### config.mk
export PLATFORM = sky130hd
export DESIGN_NAME = mvm_front
export DESIGN_NICKNAME = d
export VERILOG_FILES = /design/src/rtl/mvm_pkg.sv /design/src/rtl/mvm_front.sv
export SDC_FILE = /design/constraint.sdc
export NUM_CORES = 1
export LEC_CHECK = 0
export BUFFER_PORTS_ARGS = -buffer_cell sky130_fd_sc_hd__buf_2
export CAP_MARGIN = 20
export CORE_MARGIN = 3
export CORE_UTILIZATION = 42
export CTS_CLUSTER_DIAMETER = 100
export CTS_CLUSTER_SIZE = 20
export DETAILED_ROUTE_END_ITERATION = 8
export PLACE_DENSITY = 0.83
export SYNTH_ARGS = -nofsm -noshare
export SYNTH_HDL_FRONTEND = slang
export SYNTH_SLANG_ARGS = --single-unit
### constraint.sdc
create_clock -name clock -period 2 [get_ports clock]
set_clock_uncertainty 0.2 [all_clocks]
set_input_delay 0.4 -clock clock [delete_from_list [all_inputs] [get_ports clock]]
set_output_delay 0.4 -clock clock [all_outputs]
set_load 0.02 [all_outputs]
### src/rtl/mvm_pkg.sv
// ----------------------------------------------------------------------------
// mvm_pkg: shared types and constants for the matrix-vector multiplier
// Holds the request and status codes, the register map and the queue word.
// ----------------------------------------------------------------------------
package mvm_pkg;

   localparam int STORE_DEPTH      = 64;
   localparam int ADDR_W           = 6;
   localparam int DIM_W            = 4;
   localparam int DIMS_W           = 3;
   localparam int MAX_DIM          = 8;
   localparam int VALUE_WIDTH_DEF  = 32;
   localparam int ELEM_W           = 32;
   localparam int CSR_INDEX_W      = 3;
   localparam int CSR_DATA_W       = 4;
   localparam int QUEUE_DEPTH      = 2;
   localparam int QPTR_W           = 1;
   localparam int QCNT_W           = 2;

   localparam logic [DIMS_W-1:0] DIMS_VECTOR = 3'd1;
   localparam logic [DIMS_W-1:0] DIMS_MATRIX = 3'd2;

   localparam logic [CSR_INDEX_W-1:0] CSR_A_DIMS = 3'd0;
   localparam logic [CSR_INDEX_W-1:0] CSR_A_ROWS = 3'd1;
   localparam logic [CSR_INDEX_W-1:0] CSR_A_COLS = 3'd2;
   localparam logic [CSR_INDEX_W-1:0] CSR_B_DIMS = 3'd3;
   localparam logic [CSR_INDEX_W-1:0] CSR_B_ROWS = 3'd4;
   localparam logic [CSR_INDEX_W-1:0] CSR_B_COLS = 3'd5;

   typedef enum logic [1:0] {
      REQ_LOAD_A  = 2'd0,
      REQ_LOAD_B  = 2'd1,
      REQ_COMPUTE = 2'd2,
      REQ_NONE    = 2'd3
   } req_kind_type;

   typedef enum logic [1:0] {
      STATUS_OK          = 2'd0,
      STATUS_MISMATCH    = 2'd1,
      STATUS_UNSUPPORTED = 2'd2
   } status_type;

   typedef enum logic [1:0] {
      OP_LOAD_A = 2'd0,
      OP_LOAD_B = 2'd1,
      OP_MUL    = 2'd2,
      OP_ERROR  = 2'd3
   } op_kind_type;

   // One word of the queue between the front and the back.
   typedef struct packed {
      op_kind_type              kind;
      logic [ADDR_W-1:0]        addr;
      logic [ELEM_W-1:0]        value;
      status_type               status;
      logic [DIM_W-1:0]         rows;
      logic [DIM_W-1:0]         cols;
      logic [DIM_W-1:0]         inner;
   } op_type;

   function automatic logic size_ok(input logic [DIM_W-1:0] n);
      size_ok = (n != '0) && (n <= DIM_W'(MAX_DIM));
   endfunction

endpackage

### src/rtl/mvm_front.sv
// ----------------------------------------------------------------------------
// mvm_front: shape registers and request classification
// Turns each request into a load, a multiply job or an error word.
// ----------------------------------------------------------------------------
module mvm_front #(
   parameter int VALUE_WIDTH = mvm_pkg::VALUE_WIDTH_DEF
) (
   input  logic                               clock,
   input  logic                               reset,
   input  logic                               csr_write_en,
   input  logic [mvm_pkg::CSR_INDEX_W-1:0]    csr_index,
   input  logic [mvm_pkg::CSR_DATA_W-1:0]     csr_wdata,
   input  logic                               req_valid,
   output logic                               req_ready,
   input  logic [1:0]                         req_type,
   input  logic [mvm_pkg::ADDR_W-1:0]         req_elem_index,
   input  logic signed [mvm_pkg::ELEM_W-1:0]  req_elem_value,
   input  logic                               req_elem_is_number,
   output logic                               op_valid,
   input  logic                               op_ready,
   output mvm_pkg::op_type                    op
);
   import mvm_pkg::*;

   localparam int SAT_W = (VALUE_WIDTH < ELEM_W) ? VALUE_WIDTH : ELEM_W;

   logic [DIMS_W-1:0] a_dims_ff, b_dims_ff;
   logic [DIM_W-1:0]  a_rows_ff, a_cols_ff, b_rows_ff, b_cols_ff;
   logic signed [SAT_W-1:0] low_value;

   always_ff @(posedge clock) begin
      if (reset) begin
         a_dims_ff <= DIMS_MATRIX;
         a_rows_ff <= DIM_W'(1);
         a_cols_ff <= DIM_W'(1);
         b_dims_ff <= DIMS_MATRIX;
         b_rows_ff <= DIM_W'(1);
         b_cols_ff <= DIM_W'(1);
      end else if (csr_write_en) begin
         case (csr_index)
            CSR_A_DIMS: a_dims_ff <= csr_wdata[DIMS_W-1:0];
            CSR_A_ROWS: a_rows_ff <= csr_wdata;
            CSR_A_COLS: a_cols_ff <= csr_wdata;
            CSR_B_DIMS: b_dims_ff <= csr_wdata[DIMS_W-1:0];
            CSR_B_ROWS: b_rows_ff <= csr_wdata;
            CSR_B_COLS: b_cols_ff <= csr_wdata;
            default: ;
         endcase
      end
   end

   assign low_value = req_elem_value[SAT_W-1:0];

   // Every shape maps onto one loop nest: rows x cols results of inner terms.
   always_comb begin
      op        = '0;
      op.addr   = req_elem_index;
      op.value  = req_elem_is_number ? ELEM_W'(low_value) : '0;
      op.status = STATUS_OK;
      case (req_kind_type'(req_type))
         REQ_LOAD_A: op.kind = OP_LOAD_A;
         REQ_LOAD_B: op.kind = OP_LOAD_B;
         REQ_COMPUTE: begin
            op.kind = OP_ERROR;
            op.status = STATUS_UNSUPPORTED;
            if (a_dims_ff == DIMS_MATRIX && b_dims_ff == DIMS_MATRIX) begin
               if (size_ok(a_rows_ff) && size_ok(a_cols_ff) &&
                   size_ok(b_rows_ff) && size_ok(b_cols_ff)) begin
                  op.status = STATUS_MISMATCH;
                  if (a_cols_ff == b_rows_ff) begin
                     op.kind = OP_MUL;
                     op.status = STATUS_OK;
                  end
               end
               op.rows = a_rows_ff;
               op.cols = b_cols_ff;
               op.inner = a_cols_ff;
            end else if (a_dims_ff == DIMS_VECTOR && b_dims_ff == DIMS_VECTOR) begin
               if (size_ok(a_rows_ff) && size_ok(b_rows_ff)) begin
                  op.status = STATUS_MISMATCH;
                  if (a_rows_ff == b_rows_ff) begin
                     op.kind = OP_MUL;
                     op.status = STATUS_OK;
                  end
               end
               op.rows = DIM_W'(1);
               op.cols = DIM_W'(1);
               op.inner = a_rows_ff;
            end else if (a_dims_ff == DIMS_VECTOR && b_dims_ff == DIMS_MATRIX) begin
               if (size_ok(a_rows_ff) && size_ok(b_rows_ff) && size_ok(b_cols_ff)) begin
                  op.status = STATUS_MISMATCH;
                  if (a_rows_ff == b_rows_ff) begin
                     op.kind = OP_MUL;
                     op.status = STATUS_OK;
                  end
               end
               op.rows = DIM_W'(1);
               op.cols = b_cols_ff;
               op.inner = a_rows_ff;
            end else if (a_dims_ff == DIMS_MATRIX && b_dims_ff == DIMS_VECTOR) begin
               if (size_ok(a_rows_ff) && size_ok(a_cols_ff) && size_ok(b_rows_ff)) begin
                  op.status = STATUS_MISMATCH;
                  if (a_cols_ff == b_rows_ff) begin
                     op.kind = OP_MUL;
                     op.status = STATUS_OK;
                  end
               end
               op.rows = a_rows_ff;
               op.cols = DIM_W'(1);
               op.inner = a_cols_ff;
            end
         end
         default: op.kind = OP_ERROR;
      endcase
   end

   // Unknown requests are taken and dropped.
   assign op_valid  = req_valid && (req_kind_type'(req_type) != REQ_NONE);
   assign req_ready = op_ready;

endmodule

==> impl_metrics.prom <==
# TYPE chip_impl_metric gauge
chip_impl_metric{name="cts-hold-fix-buffers",unit=""} 0
chip_impl_metric{name="cts_max_level",unit=""} 1
chip_impl_metric{name="synth_nets",unit=""} 240
chip_impl_info{name="r2r-end",value="b_rows_ff[0]"} 1
chip_impl_metric{name="start_util",unit="%"} 45.5
chip_impl_metric{name="clkSlewWorstSetupHoldPaths",unit="ps"} 70
chip_impl_info{name="min_path_type",value="input pin to register"} 1
chip_impl_metric{name="finalSetupViolCount",unit=""} 15
chip_impl_metric{name="io-pin-count",unit=""} 109
chip_impl_info{name="synth.area.top_cells",value="sky130_fd_sc_hd__dfxtp_1 28%, sky130_fd_sc_hd__and2_1 14%, sky130_fd_sc_hd__mux2i_1 8.8%"} 1
chip_impl_info{name="launch_instance_of_the_worst_min_delay_path",value="csr_wdata[0]"} 1
chip_impl_metric{name="crit_fanout",unit=""} 4
chip_impl_info{name="endpoint_of_the_worst_hold_timing_path",value="a_cols_ff[0]"} 1
chip_impl_metric{name="timing.final.crit_share",unit="%"} 123
chip_impl_metric{name="totalWireLength",unit="µm"} 5230
chip_impl_metric{name="die-area",unit="mm²"} 0.00456
chip_impl_metric{name="grtUsageTotal",unit="%"} 22.6
chip_impl_info{name="timing.critical_path.to_type",value="output pin"} 1
chip_impl_metric{name="grt_antenna_before_repair",unit=""} 0
chip_impl_metric{name="detailed_place_hpwl",unit="µm"} 4110
chip_impl_metric{name="ir_drop",unit="V"} 0.000499
chip_impl_info{name="status",value="complete, but fails checks"} 1
chip_impl_metric{name="vias_in_the_first_global_route",unit=""} 1674
chip_impl_metric{name="multi_input_comb_area",unit="mm²"} 0.00113
chip_impl_info{name="rsz0062_at_grt",value="yes"} 1
chip_impl_metric{name="drv_cap",unit=""} 0
chip_impl_metric{name="synth_sequential_area_ratio",unit="%"} 27.7
chip_impl_metric{name="arrival",unit="ps"} 1860
chip_impl_metric{name="tritoncts.num_buffers",unit=""} 3
chip_impl_metric{name="syn-cell-area",unit="mm²"} 0.00159
chip_impl_metric{name="yosysWarnings",unit=""} 0
chip_impl_metric{name="total_power",unit="µW"} 1140
chip_impl_metric{name="die_height",unit="µm"} 67.5
chip_impl_info{name="cp_slowest_cell",value="sky130_fd_sc_hd__or4_4"} 1
chip_impl_metric{name="placement.io_buffers",unit=""} 94
chip_impl_metric{name="gp_congestion",unit=""} 0.905
chip_impl_metric{name="timing.final.hold_violations",unit=""} 0
chip_impl_metric{name="cell_count_after_placement",unit=""} 338
chip_impl_metric{name="clk-insertion-delay-late",unit="ps"} 250
chip_impl_metric{name="drive_gt1_share",unit="%"} 54.0
chip_impl_metric{name="final_period_minus_worst_setup_slack",unit="ps"} 2460
chip_impl_metric{name="p_leak",unit="µW"} 0.00118
chip_impl_metric{name="num_vias",unit=""} 1768
chip_impl_info{name="cts_tree",value="done"} 1
chip_impl_metric{name="final_core_util",unit="%"} 69.2
chip_impl_info{name="cpLargestDelayFamily",value="simple AND/OR/NAND/NOR gates"} 1
chip_impl_info{name="violations_in_the_final_reports",value="setup timing"} 1
chip_impl_metric{name="synth_largest_type_area_fraction",unit="%"} 27.7
chip_impl_info{name="synthMostInstantiatedCell",value="sky130_fd_sc_hd__and2_1"} 1
chip_impl_info{name="dominantRegCellSynth",value="sky130_fd_sc_hd__dfxtp_1"} 1
chip_impl_metric{name="dr.pass1.iters",unit=""} 4
chip_impl_metric{name="drt_via_density",unit=""} 5.14
chip_impl_info{name="synth.largest_area_cell",value="sky130_fd_sc_hd__dfxtp_1"} 1
chip_impl_metric{name="pin_count_of_the_biggest_net_entering_global_routing",unit=""} 33
chip_impl_metric{name="max-slew-margin-rel",unit="%"} 69.3
chip_impl_info{name="ctsRootBufferMaster",value="sky130_fd_sc_hd__clkbuf_8"} 1
chip_impl_metric{name="worst_slew_pin_slew",unit="ps"} 459
chip_impl_metric{name="cp.buffers_inverters",unit=""} 1
chip_impl_metric{name="power_per_unit_of_standard_cell_area",unit="mW/mm²"} 471
chip_impl_info{name="crit_path_category",value="register to output pin"} 1
chip_impl_metric{name="critPathRequiredTime",unit="ps"} 1400
chip_impl_metric{name="final.setup.worst_slack",unit="ps"} -463
chip_impl_metric{name="ys_ff_latch",unit=""} 22
chip_impl_metric{name="fp.coreArea",unit="mm²"} 0.00349
chip_impl_metric{name="detail_route.wl_per_cell",unit="µm"} 15.2
chip_impl_metric{name="totalNegativeSetupSlack",unit="ps"} -5270
chip_impl_metric{name="place_worst_setup_slack",unit="ps"} -222
chip_impl_metric{name="synth-edff-count",unit=""} 0
chip_impl_info{name="reg2reg_from",value="b_rows_ff[0]"} 1
chip_impl_metric{name="number_of_cells_produced_by_synthesis",unit=""} 187
chip_impl_metric{name="post-route-drc-count",unit=""} 0
chip_impl_metric{name="clock_path_buffers",unit=""} 2
chip_impl_metric{name="layout.cells.non_filler",unit=""} 344
chip_impl_metric{name="rows",unit=""} 21
chip_impl_metric{name="grt.overflow.total",unit=""} 0
chip_impl_metric{name="dr.first_iter.drc_count",unit=""} 48
chip_impl_metric{name="nNetsFinal",unit=""} 352
chip_impl_metric{name="achievable-frequency",unit="MHz"} 406
chip_impl_metric{name="worst-r2r-setup-slack",unit="ps"} 800
chip_impl_metric{name="post_synthesis_mean_instance_area",unit="µm²"} 8.50
chip_impl_metric{name="worstHoldPathCells",unit=""} 2
chip_impl_metric{name="grt_first_pass_wirelength",unit="µm"} 7690
chip_impl_metric{name="tritoncts_sink_count",unit=""} 22
chip_impl_metric{name="synthDistinctLibCells",unit=""} 40
chip_impl_metric{name="filler_cell_count",unit=""} 272
chip_impl_metric{name="fp.dieW",unit="µm"} 67.5
chip_impl_info{name="cp-start-kind",value="register"} 1
chip_impl_info{name="crit_path_cell_trace",value="or4_4 -> nand4_1 -> a211oi_2 -> a32o_1 -> buf_6"} 1
chip_impl_metric{name="final_max_slew_viol_count",unit=""} 0
chip_impl_metric{name="slowest_cell_delay_on_critical_path",unit="ps"} 560
chip_impl_metric{name="antenna_cells",unit=""} 0
chip_impl_metric{name="rr_worst_depth",unit=""} 3
chip_impl_info{name="yosys-top-cells-count",value="35 x sky130_fd_sc_hd__and2_1, 27 x sky130_fd_sc_hd__nor2_1, 22 x sky130_fd_sc_hd__dfxtp_1"} 1
chip_impl_metric{name="footprint_of_the_flip_flops_and_latches",unit="µm²"} 453
chip_impl_metric{name="syn_to_final_growth",unit="%"} 52.2
chip_impl_metric{name="number_of_routed_nets_with_antenna_violations",unit=""} 0
chip_impl_metric{name="async_flop_share",unit="%"} 0
## what timing repair did
item	in CTS	in global routing
resized for setup	22	8
endpoints found under the setup margin	15	15
setup buffers	2	0
pin swaps	5	6
## power breakdown
group | leakage [µW] | total [µW] | internal, µW | switching [µW]
Sequential | 0.000180 | 461 | 447 | 13.3
Combinational | 0.000966 | 368 | 170 | 198
Clock | 0.0000288 | 311 | 175 | 135
Total | 0.00118 | 1140 | 792 | 347
## through the flow
| step | hold WS [ps] | area [µm²] |
|---|---|---|
| after global routing | 227 | 2420 |
| after detailed placement | 309 | 2260 |
| after global placement | 298 | 2260 |
| after CTS | 222 | 2400 |
| after floorplan | 290 | 1620 |
| final | 230 | 2420 |
## routing by layer
layer	routed length [µm]	global-route usage, %	share of wire (%)
met2	2750	42.5	53
met1	2000	25.5	38
met5	0	0	0
met3	394	3.33	7.5
met4	93	7.85	1.8
## area by class of cell
class	instances	share of cell area, %
Clock buffer	4	2.28
Timing Repair Buffer	122	29.7
Tap cell	46	2.38
Sequential cell	22	18.7
Multi-Input combinational cell	148	46.6
Inverter	2	0.310
## layout by cell type (no fill, tap or decap), types with 2 or more instances in the layout
cell type / netlist / layout
sky130_fd_sc_hd__o31ai_1: 2 / 2
sky130_fd_sc_hd__a21oi_1: 4 / 4
sky130_fd_sc_hd__nor4bb_1: 2 / 2
sky130_fd_sc_hd__buf_2: 0 / 88
sky130_fd_sc_hd__nor2b_1: 6 / 6
sky130_fd_sc_hd__dfxtp_4: 0 / 2
sky130_fd_sc_hd__a22oi_1: 4 / 4
sky130_fd_sc_hd__clkbuf_8: 0 / 4
sky130_fd_sc_hd__nand4_1: 3 / 3
sky130_fd_sc_hd__nand4b_1: 2 / 2
sky130_fd_sc_hd__nand2b_1: 3 / 2
sky130_fd_sc_hd__a211o_1: 5 / 5
sky130_fd_sc_hd__nor3_1: 3 / 2
sky130_fd_sc_hd__mux2i_1: 14 / 14
sky130_fd_sc_hd__or4_1: 3 / 2
sky130_fd_sc_hd__or4_4: 1 / 2
sky130_fd_sc_hd__nor3_2: 1 / 2
sky130_fd_sc_hd__and2_1: 35 / 32
sky130_fd_sc_hd__and2_4: 0 / 3
sky130_fd_sc_hd__xnor2_1: 9 / 9
sky130_fd_sc_hd__and3_1: 4 / 4
sky130_fd_sc_hd__dfxtp_1: 22 / 16
sky130_fd_sc_hd__nor2_4: 0 / 2
sky130_fd_sc_hd__buf_4: 7 / 28
sky130_fd_sc_hd__nor2_1: 27 / 20
sky130_fd_sc_hd__nand2_1: 3 / 3
sky130_fd_sc_hd__dfxtp_2: 0 / 4
sky130_fd_sc_hd__nor2_2: 0 / 5
sky130_fd_sc_hd__inv_1: 2 / 2
sky130_fd_sc_hd__buf_6: 0 / 6
## worst reg2reg max path, stage by stage (launching register included)
cell	delay, ps
sky130_fd_sc_hd__dfxtp_1	330
sky130_fd_sc_hd__buf_4	150
sky130_fd_sc_hd__nor2b_1	120
sky130_fd_sc_hd__a211o_1	290
## cell families (layout without fill, tap and decap cells)
logic type             Yosys count  in the layout  share of synthesized area [%]
AND/OR/NAND/NOR                 98             98                           37.8
AO/OA/AOI/OAI                   26             26                           14.5
flip-flops                      22             22                           27.7
buffers and inverters           17            128                           5.67
multiplexers                    14             14                           8.81
XOR/XNOR                        10             10                           5.51
## how the worst max path moves through the flow
stage | startpoint | endpoint | cells after the start
after floorplan | b_cols_ff[0] | op[12] | 4
after global placement | b_cols_ff[0] | op[52] | 5
after detailed placement | req_type[0] | op[6] | 6
after CTS | b_cols_ff[0] | op[12] | 5
after global routing | b_dims_ff[2] | op[12] | 5
final | b_cols_ff[1] | op[12] | 5
## flip-flops by register name, indices dropped and copies added, names as in the netlist
register   count
b_dims_ff      3
a_dims_ff      3
a_rows_ff      4
b_cols_ff      4
b_rows_ff      4
a_cols_ff      4
Power figures use the tool's default switching activity.
