===== src/rtl/mvm_pkg.sv =====
// ----------------------------------------------------------------------------
// mvm_pkg: shared types and constants for the matrix-vector multiplier
// Holds the request and status codes, the register map and the queue word.
// ----------------------------------------------------------------------------
package mvm_pkg;

   localparam int STORE_DEPTH      = 64;
   localparam int ADDR_W           = 6;
   localparam int DIM_W            = 4;
   localparam int DIMS_W           = 3;
   localparam int MAX_DIM          = 8;
   localparam int VALUE_WIDTH_DEF  = 32;
   localparam int ELEM_W           = 32;
   localparam int CSR_INDEX_W      = 3;
   localparam int CSR_DATA_W       = 4;
   localparam int QUEUE_DEPTH      = 2;
   localparam int QPTR_W           = 1;
   localparam int QCNT_W           = 2;

   localparam logic [DIMS_W-1:0] DIMS_VECTOR = 3'd1;
   localparam logic [DIMS_W-1:0] DIMS_MATRIX = 3'd2;

   localparam logic [CSR_INDEX_W-1:0] CSR_A_DIMS = 3'd0;
   localparam logic [CSR_INDEX_W-1:0] CSR_A_ROWS = 3'd1;
   localparam logic [CSR_INDEX_W-1:0] CSR_A_COLS = 3'd2;
   localparam logic [CSR_INDEX_W-1:0] CSR_B_DIMS = 3'd3;
   localparam logic [CSR_INDEX_W-1:0] CSR_B_ROWS = 3'd4;
   localparam logic [CSR_INDEX_W-1:0] CSR_B_COLS = 3'd5;

   typedef enum logic [1:0] {
      REQ_LOAD_A  = 2'd0,
      REQ_LOAD_B  = 2'd1,
      REQ_COMPUTE = 2'd2,
      REQ_NONE    = 2'd3
   } req_kind_type;

   typedef enum logic [1:0] {
      STATUS_OK          = 2'd0,
      STATUS_MISMATCH    = 2'd1,
      STATUS_UNSUPPORTED = 2'd2
   } status_type;

   typedef enum logic [1:0] {
      OP_LOAD_A = 2'd0,
      OP_LOAD_B = 2'd1,
      OP_MUL    = 2'd2,
      OP_ERROR  = 2'd3
   } op_kind_type;

   // One word of the queue between the front and the back.
   typedef struct packed {
      op_kind_type              kind;
      logic [ADDR_W-1:0]        addr;
      logic [ELEM_W-1:0]        value;
      status_type               status;
      logic [DIM_W-1:0]         rows;
      logic [DIM_W-1:0]         cols;
      logic [DIM_W-1:0]         inner;
   } op_type;

   function automatic logic size_ok(input logic [DIM_W-1:0] n);
      size_ok = (n != '0) && (n <= DIM_W'(MAX_DIM));
   endfunction

endpackage


===== src/rtl/mvm_queue.sv =====
// ----------------------------------------------------------------------------
// mvm_queue: two-entry queue between the front and the back
// Lets the front keep accepting while the back is busy with a job.
// ----------------------------------------------------------------------------
module mvm_queue (
   input  logic             clock,
   input  logic             reset,
   input  logic             push_valid,
   output logic             push_ready,
   input  mvm_pkg::op_type  push_op,
   output logic             pop_valid,
   input  logic             pop_ready,
   output mvm_pkg::op_type  pop_op
);
   import mvm_pkg::*;

   op_type              entry_ff [QUEUE_DEPTH];
   logic [QPTR_W-1:0]   wr_ptr_ff, wr_ptr_in, rd_ptr_ff, rd_ptr_in;
   logic [QCNT_W-1:0]   count_ff, count_in;
   logic                push, pop;

   assign push_ready = (count_ff != QCNT_W'(QUEUE_DEPTH));
   assign pop_valid  = (count_ff != '0);
   assign pop_op     = entry_ff[rd_ptr_ff];
   assign push       = push_valid && push_ready;
   assign pop        = pop_valid && pop_ready;

   always_comb begin
      wr_ptr_in = push ? wr_ptr_ff + 1'b1 : wr_ptr_ff;
      rd_ptr_in = pop ? rd_ptr_ff + 1'b1 : rd_ptr_ff;
      count_in  = count_ff + QCNT_W'(push) - QCNT_W'(pop);
   end

   always_ff @(posedge clock) begin
      if (reset) begin
         wr_ptr_ff <= '0;
         rd_ptr_ff <= '0;
         count_ff  <= '0;
      end else begin
         wr_ptr_ff <= wr_ptr_in;
         rd_ptr_ff <= rd_ptr_in;
         count_ff  <= count_in;
      end
   end

   always_ff @(posedge clock) begin
      if (push) begin
         entry_ff[wr_ptr_ff] <= push_op;
      end
   end

endmodule


===== config.mk =====
export PLATFORM = sky130hd
export DESIGN_NAME = mvm_queue
export DESIGN_NICKNAME = d
export VERILOG_FILES = /design/src/rtl/mvm_pkg.sv /design/src/rtl/mvm_queue.sv
export SDC_FILE = /design/constraint.sdc
export NUM_CORES = 1
export LEC_CHECK = 0
export BUFFER_PORTS_ARGS = -buffer_cell sky130_fd_sc_hd__buf_4
export CAP_MARGIN = 20
export CORE_AREA = 5 5 135 137
export CTS_BUF_LIST = sky130_fd_sc_hd__clkbuf_16
export DETAILED_ROUTE_END_ITERATION = 10
export DIE_AREA = 0 0 140 142
export SYNTH_ARGS = -nofsm -noshare
export SYNTH_HDL_FRONTEND = slang
export SYNTH_SLANG_ARGS = --single-unit
export TNS_END_PERCENT = 50

===== constraint.sdc =====
create_clock -name clock -period 5.31 [get_ports clock]
set_clock_uncertainty 0.05 [all_clocks]
set_input_delay 0.7965 -clock clock [delete_from_list [all_inputs] [get_ports clock]]
set_output_delay 0.7965 -clock clock [all_outputs]
set_load 0.02 [all_outputs]

==> metrics.md, run 1 <==
| Metric | Value |
|---|---|
| Top cell type by total area after synthesis | `sky130_fd_sc_hd__edfxtp_1` |
| Initial antenna violation count | `0` |
| Number of iterations in the first detailed-routing pass | `4` |
| Minimum clock period | `roughly 3 ns` |
| Net switching fraction of the power | `0.264` |
| CTS buffer count | `17` |
| Sinks on the clock net | `roughly 110` |
| Launching element type of the critical path | `flip-flop` |
| Clock tree from TritonCTS | `built` |
| Pre-CTS setup slack | `~2.6 ns` |
| Fraction of synthesized cell area taken by the top area cell type | `0.783` |
| Worst hold stages | `2` |
| Worst slew margin relative to its limit | `0.557` |
| Net Switching | `between 0.7 and 0.8 mW` |
| Largest net degree at the start of global routing | `30` |
| Post-synth top flop | `sky130_fd_sc_hd__edfxtp_1` |
| Share of cells above drive strength 1 | `0.581` |
| Number of warnings printed during yosys synthesis | `0` |
| Global-route wire length before repair | `between 10000 and 15000 microns` |
| Worst path required time | `4.46 ns` |
| Post-DR vias/cell | `between 3 and 4` |
| Syn_nets | `roughly 260` |
| Share of power burned in combinational logic | `0.224` |
| Async SR Flop Fraction | `0` |
| Post-synthesis sequential area ratio | `0.807` |
| Number of endpoints failing setup at the final stage | `0` |
| Buffers on Ports | `between 100 and 150` |
| Maximum frequency from static timing analysis | `approximately 330 MHz` |
| Worst min-delay path class | `flip-flop to flip-flop` |
| Remaining DRCs | `0` |
| Number of instances in the synthesized netlist | `a little under 200` |
| Arrival @ worst endpoint | `between 2 and 2.5 ns` |
| Power per unit of standard cell area | `470 mW/mm^2` |
| # IOs | `~110` |
| Htree depth | `4` |
| Average routed wire per standard cell | `around 15 microns` |
| # diodes | `0` |
| Slew @ Worst Pin | `approximately 0.66 ns` |
| Overall Global Routing Usage | `0.0859` |
| HPWL Detailed | `~5500 microns` |
| Final worst path period share | `0.576` |
| Area overhead of the layout relative to synthesis | `39.5%` |
| # nets final | `~390` |
| ANT nets after route | `0` |
| Highest fanout seen on the critical path | `29` |
| Leakage power total | `between 2 and 2.5 nW` |
| Row cnt | `48` |
| Area of the placeable core | `~0.017 sq mm` |
| Worst Setup Path Type | `flip-flop to output port` |
| Floorplan die area | `roughly 0.020 sq mm` |
| Maximum number of buffers from clock root to sink | `2` |
| Max Transition Viols Final | `0` |
| DR vias | `2198` |
| Crit. End Element | `output port` |
| Flop and latch count out of synthesis | `113` |
| Number of maximum-capacitance violations | `0` |
| Total internal power | `between 1.5 and 2 mW` |
| Final Hold Violating Endpoints | `0` |
| X dimension of the die | `around 140 microns` |
| Number of enable flip-flop cells after synthesis | `about 110` |
| Clock root buffer master | `sky130_fd_sc_hd__clkbuf_16` |
| Clock-pin slew on the worst setup and hold paths | `~0.050 ns` |
| Result of the run | `completed` |
| Leading post-synthesis cells by instance count | `sky130_fd_sc_hd__edfxtp_1 (108), sky130_fd_sc_hd__mux2_2 (54), sky130_fd_sc_hd__buf_2 (5), sky130_fd_sc_hd__dfxtp_1 (5), sky130_fd_sc_hd__nor2_1 (5)` |
| Library cells used by synthesis | `23` |
| Number of buffers inserted to repair setup after CTS | `0` |
| Gp weighted congestion | `between 0.6 and 0.7` |
| Initial core utilization | `0.245` |
| Flop pwr share | `0.418` |
| Overall routed net length | `about 8200 microns` |
| Cells on worst reg2reg path | `3` |
| Part of the total power dissipated in the clock network | `0.358` |
| Combined area of all synthesized cells | `roughly 0.0041 sq mm` |
| Number of buffers added to fix hold violations after cts | `0` |
| Clock insertion delay at the later pin of the skew report | `about 0.4 ns` |
| Count leader, synth | `sky130_fd_sc_hd__edfxtp_1` |
| Post-CTS Resized | `0` |
| DRC marker count from the first detailed-route iteration | `49` |
| Leading post-synthesis cells by cell area | `sky130_fd_sc_hd__edfxtp_1 (78%), sky130_fd_sc_hd__mux2_2 (15%), sky130_fd_sc_hd__dfxtp_1 (2.4%), sky130_fd_sc_hd__buf_2 (0.60%), sky130_fd_sc_hd__nor2_1 (0.45%)` |
| Floorplan die height | `between 100 and 150 microns` |
| Accumulated negative setup slack | `0 ns` |
| Worst ir drop on vdd | `203 uV` |
| Via count of the first global-routing pass | `about 2500` |
| Final worst setup slack | `about 2.3 ns` |
| Avg Cell Area, Syn | `approximately 21 sq um` |
| Setup repair after global routing missed its margin | `no` |
| Congestion Overflow GR | `0` |
-- flip-flops by register name (all words and copies together), names as in the netlist, named ones only --
register	cells
count_ff	2
entry_ff	108
rd_ptr_ff	1
wr_ptr_ff	1
-- metrics by stage --
stage	total power, mW	instances	utilization	hold WS (ns)	cell area, sq um
2_1_floorplan	1.51	197	-	0.422	4140
3_3_place_gp	1.77	532	0.311	0.439	5260
3_5_place_dp	1.77	532	0.311	0.451	5260
4_1_cts	2.76	564	0.341	0.488	5780
5_1_grt	2.85	564	0.341	0.497	5780
6_report	2.71	564	0.341	0.472	5780
-- cell families (layout without fill, tap and decap cells) --
family                     Yosys count  after routing  share of synthesized area
adders and majority gates            1              1                    0.00302
DFF                                113            113                      0.807
buffers and inverters                7            149                    0.00876
and+or+nand+nor                     13             13                     0.0169
AOI/OAI and AO/OA                    7              7                     0.0124
muxes                               55             55                      0.150
xor gates and xnor gates             1              1                    0.00212
-- critical path, stage by stage (launching register included) --
cell                      delay [ns]
sky130_fd_sc_hd__dfxtp_2        0.73
sky130_fd_sc_hd__buf_4          0.49
sky130_fd_sc_hd__mux2_2         0.41
sky130_fd_sc_hd__buf_4          0.16
-- layout make-up --
type | instances | area (sq um)
clock inverter | 15 | 87.6
multi-input combinational | 77 | 763
fill | 1667 | 11200
timing repair buffer | 116 | 871
inverter | 1 | 3.75
sequential | 113 | 3340
clock buffer | 17 | 425
tap | 225 | 282
-- routing by layer --
metal,global-route usage,vias to the layer above,wire length (microns)
li1,-,1036,-
met1,0.0941,1072,3360
met2,0.142,80,4140
met3,0.0447,10,617
met4,0.0337,0,114
met5,0,-,0
-- power groups by stage --
stage / logic [mW] / registers (mW) / clock network (mW)
after floorplan: 0.387 / 1.12 / 0
after global placement: 0.617 / 1.15 / 0
after detailed placement: 0.620 / 1.15 / 0
after CTS: 0.624 / 1.14 / 1.00
after global routing: 0.650 / 1.14 / 1.05
final: 0.607 / 1.13 / 0.972
-- path summary, 6_finish.rpt --
| kind | start | to | slack [ns] |
|---|---|---|---|
| worst min-delay path | rd_ptr_ff | flip-flop | 0.47 |
| worst max-delay path | flip-flop | pop_op[47] | 2.25 |
| worst min register to register | rd_ptr_ff | flip-flop | 0.47 |
| worst max register to register | count_ff[0] | entry_ff[1][19] | 3.08 |
-- placed cells by master (no fill, tap or decap), types with 2 or more instances in the layout --
cell type	instances
sky130_fd_sc_hd__inv_1	4
sky130_fd_sc_hd__clkinv_1	6
sky130_fd_sc_hd__edfxtp_1	108
sky130_fd_sc_hd__clkinv_2	4
sky130_fd_sc_hd__nor2_1	5
sky130_fd_sc_hd__clkbuf_16	17
sky130_fd_sc_hd__nor2b_1	2
sky130_fd_sc_hd__dfxtp_1	4
sky130_fd_sc_hd__buf_4	116
sky130_fd_sc_hd__mux2_2	54
sky130_fd_sc_hd__o21ai_0	2
(Power assumes the default switching activity.)
==> inputs of run 2 (changes only) <==
==> constraint.sdc (replaced) <==
create_clock -name clock -period 2.85 [get_ports clock]
set_clock_uncertainty 0.05 [all_clocks]
set_input_delay 0.4275 -clock clock [delete_from_list [all_inputs] [get_ports clock]]
set_output_delay 0.4275 -clock clock [all_outputs]
set_load 0.02 [all_outputs]
==> metrics.md, run 2 (synthesis gave the netlist of run 1 again) <==
| Metric | Value |
|---|---|
| Remaining DRCs | `0 (unchanged)` |
| Buffers on Ports | `113 (unchanged)` |
| Flip-flop count of the largest register after layout | `108 (unchanged)` |
| Maximum frequency from static timing analysis | `469 MHz` |
| Overall Global Routing Usage | `0.0872 (+0.00133)` |
| # diodes | `0 (unchanged)` |
| Leakage power total | `2.22 nW (+2.9%)` |
| Endpoint of the worst setup timing path | `pop_op[49]` |
| Source of the worst register-to-register timing path | `count_ff[0]` |
| Worst min-delay path class | `input pin to flip-flop` |
| Floorplan die area | `0.0199 sq mm (unchanged)` |
| Total internal power | `4.11 mW (+110%)` |
| Commonest cells after routing, fill and taps aside | `sky130_fd_sc_hd__buf_4 (117), sky130_fd_sc_hd__edfxtp_1 (108), sky130_fd_sc_hd__mux2_2 (54)` |
| Share of power burned in combinational logic | `0.217 (-0.007)` |
| Post-DR vias/cell | `3.93 (+0.87%)` |
| Gp weighted congestion | `0.681 (-1.5%)` |
| Arrival @ worst endpoint | `1.66 ns (-0.55 ns)` |
| Cells on worst reg2reg path | `4 (+1)` |
| Post-Layout Inst Area | `0.00592 sq mm (+2.4%)` |
| Row cnt | `48 (unchanged)` |
| # nets final | `387 (+0.52%)` |
| Htree depth | `4 (unchanged)` |
| Final non-filler cell total | `566 (+0.35%)` |
| Largest net degree at the start of global routing | `30 (unchanged)` |
| ANT nets after route | `0 (unchanged)` |
| Crit. End Element | `output port` |
| Most common cell after layout, fill and taps aside | `sky130_fd_sc_hd__buf_4` |
| Most frequent CP cell | `sky130_fd_sc_hd__buf_4` |
| X dimension of the die | `140 microns (unchanged)` |
| Share of cells above drive strength 1 | `0.601 (+0.0201)` |
| Register with the most flip-flops | `entry_ff` |
| Net Switching | `1.37 mW (+92%)` |
| DRC marker count from the first detailed-route iteration | `61 (+24%)` |
| Area of the placeable core | `0.0169 sq mm (unchanged)` |
| Result of the run | `completed` |
| Area overhead of the layout relative to synthesis | `42.8%` |
| DR vias | `2225 (+1.2%)` |
| Placed inst area | `0.00529 sq mm (+0.52%)` |
| # IOs | `114 (unchanged)` |
| Floorplan die height | `142 microns (unchanged)` |
| Registers with the most flip-flops | `entry_ff (108), count_ff (2)` |
| HPWL Detailed | `5750 microns (+5.3%)` |
| Power per unit of standard cell area | `926 mW/mm^2 (+97%)` |
| Clock tree from TritonCTS | `built` |
| Net switching fraction of the power | `0.250 (-0.0135)` |
| Final Hold Violating Endpoints | `0 (unchanged)` |
| Launching element type of the critical path | `flip-flop` |
| Minimum clock period | `2.13 ns` |
| Worst Setup Path Type | `flip-flop to output port` |
| Sinks on the clock net | `113 (unchanged)` |
| Congestion Overflow GR | `0 (unchanged)` |
| Cell with the largest stage delay on the worst path | `sky130_fd_sc_hd__mux2_2` |
| Peak per-stage delay on the critical path | `0.40 ns (-0.33 ns)` |
| Final worst path period share | `0.748` |
| Number of buffers added to fix hold violations after cts | `0 (unchanged)` |
| Initial core utilization | `0.245 (unchanged)` |
| Overall routed net length | `8420 microns (+2.4%)` |
| Placed Cells incl. Taps | `534 (+0.38%)` |
| Clock root buffer master | `sky130_fd_sc_hd__clkbuf_16` |
| Pre-CTS setup slack | `0.882 ns (-1.70 ns)` |
| Via count of the first global-routing pass | `2546 (+1.3%)` |
| Global-route wire length before repair | `13000 microns (+0.92%)` |
| Clock insertion delay at the later pin of the skew report | `0.40 ns (about the same)` |
| Worst slew margin relative to its limit | `0.580 (+0.0229)` |
| Maximum number of buffers from clock root to sink | `2 (unchanged)` |
| Final worst setup slack | `0.717 ns (-1.54 ns)` |
| Accumulated negative setup slack | `0 ns (unchanged)` |
| Endpoint of the lowest-slack register-to-register path | `entry_ff[0][18]` |
| Worst ir drop on vdd | `397 uV (+96%)` |
| CP Cell Sequence | `buf_4 -> mux2_2 -> buf_4` |
| Clock-pin slew on the worst setup and hold paths | `0.05 ns (about the same)` |
| CTS buffer count | `17 (unchanged)` |
| Flop pwr share | `0.378 (-0.040)` |
| Average routed wire per standard cell | `14.9 microns (+2.0%)` |
| Highest fanout seen on the critical path | `29 (unchanged)` |
| Part of the total power dissipated in the clock network | `0.405 (+0.047)` |
| Post-CTS Resized | `0 (unchanged)` |
| Worst path required time | `2.37 ns (-2.09 ns)` |
| Initial antenna violation count | `0 (unchanged)` |
| Slew @ Worst Pin | `0.629 ns (-0.0352 ns)` |
| Number of endpoints failing setup at the final stage | `0 (unchanged)` |
| Number of iterations in the first detailed-routing pass | `4 (unchanged)` |
| Max Transition Viols Final | `0 (unchanged)` |
| Setup repair after global routing missed its margin | `no` |
| Number of buffers inserted to repair setup after CTS | `0 (unchanged)` |
| Number of maximum-capacitance violations | `0 (unchanged)` |
| Register-to-register setup slack | `0.92 ns (-2.16 ns)` |
[run 2: cell count changes in the layout (fill, tap and decap cells not counted), sizes merged]
cell	before	now
clkinv	10	8
inv	5	3
bufinv	1	5
buf	116	118
[run 2: area by class of cell]
cell class | instances | area, sq um
fillers | 1635 | 11000
flip-flops and latches | 113 | 3340
repair buffers | 118 | 898
multi-input cells | 77 | 763
clock buffers | 17 | 425
well taps | 225 | 282
clock inverters | 15 | 199
inverters | 1 | 3.75
[run 2: worst max-delay path: cells and delay by family, from the launching register on]
family | cells | cell delay (ns)
flip-flops | 1 | 0.32
buffers and inverters | 2 | 0.52
multiplexers | 1 | 0.40
[run 2: metrics by stage]
step	util	hold WS [ns]	total power [mW]
floorplan	-	0.422	2.81
CTS	0.349	0.131	5.58
finish	0.349	0.156	5.48
detailed placement	0.312	0.465	3.33
global placement	0.312	0.440	3.30
global route	0.349	0.129	5.75
[run 2: layer usage]
| layer | track usage | share of wire | vias to the layer above |
|---|---|---|---|
| li1 | - | - | 1039 |
| met3 | 0.0427 | 0.075 | 9 |
| met4 | 0.0398 | 0.014 | 0 |
| met5 | 0 | 0 | - |
| met1 | 0.0927 | 0.39 | 1098 |
| met2 | 0.147 | 0.52 | 79 |
[run 2: how the worst min path moves through the flow]
stage	from	cells after the start	endpoint
finish	push_op[0]	1	entry_ff[1][0]
global route	push_op[51]	1	entry_ff[1][51]
CTS	push_op[0]	1	entry_ff[1][0]
detailed placement	rd_ptr_ff	2	flip-flop
global placement	rd_ptr_ff	2	rd_ptr_ff
floorplan	rd_ptr_ff	2	flip-flop
[run 2: power by group through the flow]
stage               sequential [mW]  clock, mW  combinational [mW]
floorplan                      2.09          0               0.720
global placement               2.10          0                1.20
detailed placement             2.11          0                1.22
CTS                            2.08       2.28                1.22
global route                   2.08       2.38                1.28
finish                         2.07       2.22                1.19
